## config.mk

```make
export PLATFORM = sky130hd
export DESIGN_NAME = rpd_isqrt
export DESIGN_NICKNAME = d
export VERILOG_FILES = /design/src/rpd_pkg.sv /design/src/rpd_isqrt.sv
export SDC_FILE = /design/constraint.sdc
export NUM_CORES = 1
export LEC_CHECK = 0
export BUFFER_PORTS_ARGS = -buffer_cell sky130_fd_sc_hd__buf_2
export CAP_MARGIN = 10
export CORE_MARGIN = 2
export CORE_UTILIZATION = 25
export CTS_CLUSTER_DIAMETER = 150
export DETAILED_ROUTE_END_ITERATION = 16
export GPL_ROUTABILITY_DRIVEN = 0
export PLACE_DENSITY = 0.44
export SETUP_SLACK_MARGIN = 0.5
export SYNTH_ARGS = -nofsm -noshare
export SYNTH_HDL_FRONTEND = slang
export SYNTH_SLANG_ARGS = --single-unit
export TNS_END_PERCENT = 20
```

## constraint.sdc

```tcl
create_clock -name clk -period 2.5 [get_ports clk]
set_input_delay 0.75 -clock clk [delete_from_list [all_inputs] [get_ports clk]]
set_output_delay 0.75 -clock clk [all_outputs]
set_load 0.005 [all_outputs]
```

## src/rpd_pkg.sv

```systemverilog
// recurrence plot pair distance: shared widths, codes and state type
// no dependencies; imported by rpd_isqrt and the top level
`default_nettype none

package rpd_pkg;

	// fixed field and register widths
	localparam int SAMPLE_W   = 16;
	localparam int IDX_W      = 10;
	localparam int LEN_W_CFG  = 11;
	localparam int DIM_W_CFG  = 5;
	localparam int DLY_W      = 10;
	localparam int THR_W      = 20;
	localparam int NORM_W     = 2;
	localparam int DIST_W     = 20;
	localparam int CFG_IDX_W  = 3;
	localparam int CFG_DATA_W = 20;

	// stream packing
	localparam int IN_TDATA_W  = 40;
	localparam int IN_TUSER_W  = 1;
	localparam int OUT_TDATA_W = 24;
	localparam int OUT_TUSER_W = 2;

	localparam logic [DIST_W-1:0] DIST_MAX = {DIST_W{1'b1}};

	// parameter defaults
	localparam int SERIES_DEPTH_DEF  = 1024;
	localparam int MAX_DIMENSION_DEF = 16;

	// register indexes
	localparam logic [CFG_IDX_W-1:0] REG_SERIES_LENGTH = 3'd0;
	localparam logic [CFG_IDX_W-1:0] REG_EMBED_DIM     = 3'd1;
	localparam logic [CFG_IDX_W-1:0] REG_EMBED_DELAY   = 3'd2;
	localparam logic [CFG_IDX_W-1:0] REG_THRESHOLD     = 3'd3;
	localparam logic [CFG_IDX_W-1:0] REG_NORM_MODE     = 3'd4;

	// norm codes, any other code acts as supremum
	localparam logic [NORM_W-1:0] NORM_MANHATTAN = 2'd0;
	localparam logic [NORM_W-1:0] NORM_EUCLIDEAN = 2'd1;
	localparam logic [NORM_W-1:0] NORM_SUPREMUM  = 2'd2;

	// request kinds
	localparam logic REQ_LOAD = 1'b0;
	localparam logic REQ_PAIR = 1'b1;

	typedef enum logic [2:0] {
		ST_IDLE,
		ST_READ,
		ST_DRAIN,
		ST_ROOT,
		ST_DONE
	} rpd_state_t;

endpackage

`default_nettype wire

```

## src/rpd_isqrt.sv

```systemverilog
// iterative integer square root, one result bit per cycle
// depends on rpd_pkg
`default_nettype none

module rpd_isqrt
	import rpd_pkg::*;
#(
	parameter int IN_W = 36
) (
	input  wire logic                  clk,
	input  wire logic                  arst_n,
	input  wire logic                  start,
	input  wire logic [IN_W-1:0]       radicand,
	output logic                       done,
	output logic      [(IN_W+1)/2-1:0] root
);

	localparam int RT_W  = (IN_W + 1) / 2;
	localparam int NW    = 2 * RT_W;
	localparam int RW    = RT_W + 2;
	localparam int CNT_W = $clog2(RT_W + 1);

	logic [NW-1:0]    n_q;
	logic [RW-1:0]    rem_q;
	logic [RT_W-1:0]  root_q;
	logic [CNT_W-1:0] cnt_q;
	logic             busy_q;
	logic             done_q;

	logic [RW+1:0] rem_next;
	logic [RW+1:0] trial;
	logic          fits;

	always_comb begin
		rem_next = {rem_q, n_q[NW-1 -: 2]};
		trial    = (RW+2)'({root_q, 2'b01});
		fits     = rem_next >= trial;
	end

	always_ff @(posedge clk or negedge arst_n) begin
		if (!arst_n) begin
			busy_q <= 1'b0;
			done_q <= 1'b0;
			cnt_q  <= '0;
		end else begin
			done_q <= 1'b0;
			if (start) begin
				busy_q <= 1'b1;
				cnt_q  <= '0;
			end else if (busy_q) begin
				cnt_q <= cnt_q + 1'b1;
				if (cnt_q == CNT_W'(RT_W - 1)) begin
					busy_q <= 1'b0;
					done_q <= 1'b1;
				end
			end
		end
	end

	always_ff @(posedge clk) begin
		if (start) begin
			n_q    <= NW'(radicand);
			rem_q  <= '0;
			root_q <= '0;
		end else if (busy_q) begin
			n_q <= n_q << 2;
			if (fits) begin
				rem_q  <= RW'(rem_next - trial);
				root_q <= {root_q[RT_W-2:0], 1'b1};
			end else begin
				rem_q  <= RW'(rem_next);
				root_q <= {root_q[RT_W-2:0], 1'b0};
			end
		end
	end

	assign done = done_q;
	assign root = root_q;

endmodule

`default_nettype wire

```

After elaboration in Yosys (flattened, before gate mapping)
Cells that the tools add are included.
Operators by class
  $add $sub $neg: 2
  multiply operators: 0
  divide/modulo/power cells: 0
  order comparisons: 1
  equal/unequal tests: 1
  shift operators: 0
  mux-type cells: 12
  bitwise logic cells: 0
  reductions and logical operators: 1
Operators with widths (count)
  $mux 36: 2
  $ge 22x20->1: 1
  $mux 20: 1
  $sub 20x20->20: 1
  $mux 5: 2
  $mux 1: 7
  $add 5x1->5 const B: 1
  $eq 5x5->1 const B: 1
  $reduce_bool 2->1: 1
Storage, ports and cells
  register bits: 81
  bits in latches: 0
  RAM bits: 0
  memory bits (read-only): 0
  input port bits: 39
  output and inout bits: 19
  memories: 0

Logic depth before layout (Yosys ltp)
  depth after elaboration: 4
  depth in mapped cells: 10
  mapped depth without buffers: 9

Worst setup path before layout
OpenSTA, ideal clock, no wires.
  path type: register -> register
  start point: reg root_q[3] (netlist: root[3])
  end point: reg rem_q[5]
  setup time: 0.067 ns
  arrival: 2.318 ns
  data required time: 2.433 ns
  slack: 0.115 ns
  cell stages (with the launch flop): 10
  cells stage by stage: dfxtp_1 inv_1 ha_1 and2_4 a221oi_2 a21oi_2 or3_4 or2_4 mux2_4 a21oi_2
On the way
  longest elaborated chain between the ends: 2
  elaborated cells on any way between the ends: 3
  those cells by class: 1 x add/sub; 1 x order compare; 1 x mux
RTL lines
  start: declaration: RTL line rpd_isqrt.sv:25  | logic [RT_W-1:0] root_q;
  start signal: assignment: RTL line rpd_isqrt.sv:69  | root_q <= {root_q[RT_W-2:0], 1'b1};
  start signal: assignment: RTL line rpd_isqrt.sv:72  | root_q <= {root_q[RT_W-2:0], 1'b0};
  $sub 20x20->20 / $ge 22x20->1 (equally long branches): RTL line rpd_isqrt.sv:68, rpd_isqrt.sv:37
  $mux 20 (*): RTL line rpd_isqrt.sv:67  | if (fits) begin
  end signal: assignment: RTL line rpd_isqrt.sv:68  | rem_q <= RW'(rem_next - trial);
  end signal: assignment: RTL line rpd_isqrt.sv:71  | rem_q <= RW'(rem_next);
  end: declaration: RTL line rpd_isqrt.sv:24  | logic [RW-1:0] rem_q;
Every way passes the cells marked *; elsewhere a longest branch is shown, timed or not.
A chain may end at the register's enable or synchronous reset.

Final worst setup path
  start point: reg rem_q[2]
  end point: reg rem_q[5]
On the way
  longest elaborated chain between the ends: 2
  elaborated cells on any way between the ends: 3
  those cells by class: 1 x add/sub; 1 x order compare; 1 x mux
RTL lines (RTL line)
  $sub 20x20->20 / $ge 22x20->1 (equally long branches): rpd_isqrt.sv:68, rpd_isqrt.sv:37
  $mux 20 (*): rpd_isqrt.sv:67
Marked as above.

==> reports/metrics.csv <==
metric,value,unit
timing.setup.tns,0,ns
hpwl,7950,µm
dp.cells,707,
status,finished clean,
grt_max_degree,42,
antenna_cells,0,
regToRegStartpoint,rem_q[2],
start_kind,flip-flop,
max_cap_violations,0,
synth_cell_types,57,
fp.dieH,136,µm
yosysWarnings,0,
wire_per_inst,14.8,µm
cts_tree,yes,
r2r_cells,8,
top_usage_layer,met2,
start_util,25.4,%
track_usage,12.2,%
hold_viol,0,
drt_iter0_drc,204,
vias,3500,
routed_wl,11300,µm
clock_skew,0.0138,ns
antenna_found_initial,0,
met2_usage,19.5,%
grt_pass1_wl,17800,µm
relSlewSlack,65.0,%
synth_top_area_cell,edfxtp_1,
path_max_fanout,3,
critPathLaunch,rem_q[2],
cp.required,2.77,ns
end_kind,flip-flop,
synthFlopType,dfxtp_1,
viasPerCell,4.61,
worstMarginPinSlew,0.523,ns
synth_most_common_cell,nor2_1,
max_freq,430,MHz
clock-sinks,81,
ir_drop,551,µV
grt_pass1_vias,3451,
finalMaxSlewViolations,0,
drcViolationCount,0,
switching_share,37.3,%
fin_cells,759,
async_flop_share,8.64,%
final_nets,590,
clockRootBuffer,clkbuf_16,
power.total,0.00695,W
hold_ws,0.232,ns
synth_fp_nets,481,
clk_pin_slew_worst_paths,0.07,ns
synth_seq_cells,81,
first_pass_iters,4,
syn-cell-area,4360,µm²
ys_seq_area_share,46.3,%
critical_path_class,flip-flop to flip-flop,
grt_setup_unrepaired,yes,
io_pins,58,
leakagePower,2.60,nW
drive_above_1_share,49.8,%
p_switching,0.00260,W
period_minus_slack,2.32,ns
r2r_end,rem_q[5],
reg2reg_slack,0.18,ns
synth-edff-count,36,
synth_common_cells,"nor2_1, dfxtp_1, edfxtp_1",
hold_class,input pin to asynchronous set/reset pin,
fillCellCount,1768,
grt_util_met3,2.24,%
p_per_area,1140,nW/µm²
cts_buffers,9,
power_frac_seq,25.8,%
grtUsageMet1,16.8,%
clk_latency,0.35,ns
die_w,136,µm
placed_cell_area,5320,µm²
ctsHtreeMaxLevel,3,
period_share,93.0,%
area_growth,40.1,%
intPower,0.00435,W
syn_area_per_cell,10.4,µm²
synth_area_leaders,"edfxtp_1, dfxtp_1, mux2_2",
clock_power_share,20.0,%
gr-total-overflow,0,
setup_violations,0,
die_area,18500,µm²
port_buffers,57,
arrival,2.59,ns
rows,48,
ant_nets,0,
final_cell_area,6110,µm²
synthesis.instances,420,
core_area,17200,µm²
yosysTopAreaCellShare,24.8,%
clockBufferDepth,2,
p_comb_share,54.2,%
what timing repair did:
action | CTS | global route
hold buffers | 0 | 0
pin swaps | 10 | 33
gates resized for setup | 16 | 44
cloned | 0 | 1
buffers inserted | 9 | 26
endpoints found under the setup margin | 21 | 21
layout by cell type (no fill, tap or decap), types with 9 or more instances in the layout:
cell	n
clkbuf_16	9
edfxtp_1	36
o21ai_0	15
inv_1	15
mux2_2	34
buf_4	52
buf_2	57
mux2i_1	17
xnor2_1	9
inv_2	12
dfxtp_2	23
ha_4	16
xor2_1	9
dfxtp_1	10
nand2_1	31
nor2_1	37
worst max-delay path by stage:
stage / endpoint / cells past startpoint / slack, ns
floorplan: rem_q[5] / 9 / 0.34
CTS: rem_q[5] / 9 / 0.20
detailed placement: rem_q[4] / 10 / -0.001
global route: rem_q[5] / 10 / 0.09
finish: rem_q[5] / 8 / 0.18
global placement: rem_q[6] / 9 / 0.04
registers in the layout, summed over array words and instances (netlist names):
register	cells
root	18
rem_q	20
done	1
n_q	36
cnt_q	5
busy_q	1
logic make-up (layout without fill, tap and decap cells):
group | Yosys count | in the layout | synth area share, %
AO/OA/AOI/OAI | 86 | 86 | 13.7
XOR/XNOR | 18 | 18 | 3.62
adder cells (fa/ha/maj) | 22 | 22 | 6.32
buffers and inverters | 44 | 158 | 3.93
flip-flops | 81 | 81 | 46.3
multiplexers | 53 | 53 | 13.3
AND/OR/NAND/NOR | 116 | 116 | 12.9
critical path, stage by stage (launching register included):
cell	delay (ns)
dfxtp_2	0.40
ha_4	0.23
and2_4	0.17
a221oi_4	0.30
a21oi_4	0.10
or3_4	0.39
or2_4	0.25
mux2_4	0.30
a21oi_2	0.11
cell type report:
cell class | count | area [µm²] | area share [%]
flip-flops and latches | 81 | 2070 | 33.8
repair buffers | 114 | 749 | 12.3
multi-input cells | 295 | 2590 | 42.5
clock inverters | 7 | 81.3 | 1.33
well taps | 225 | 282 | 4.61
clock buffers | 9 | 225 | 3.69
inverters | 28 | 109 | 1.78
stage by stage:
| step | setup WS, ns | util, % |
|---|---|---|
| after global placement | 0.0374 | 31.0 |
| final | 0.176 | 35.5 |
| after detailed placement | -0.00140 | 31.0 |
| after global routing | 0.0880 | 35.5 |
| after floorplan | 0.343 | - |
| after CTS | 0.204 | 33.5 |
metal layers:
layer	share of wire, %	routed length (µm)
met1	48	5440
met2	48	5380
met3	3.0	340
met4	0.95	107
met5	0	0
power by group through the flow:
stage          clock network, W  logic (W)  registers, W
4_1_cts                 0.00144    0.00312       0.00178
3_5_place_dp                  0    0.00292       0.00180
2_1_floorplan                 0    0.00225       0.00175
3_3_place_gp                  0    0.00293       0.00180
6_report                0.00139    0.00377       0.00179
5_1_grt                 0.00149    0.00411       0.00181
Note: power is estimated with default switching activity, not from simulation.
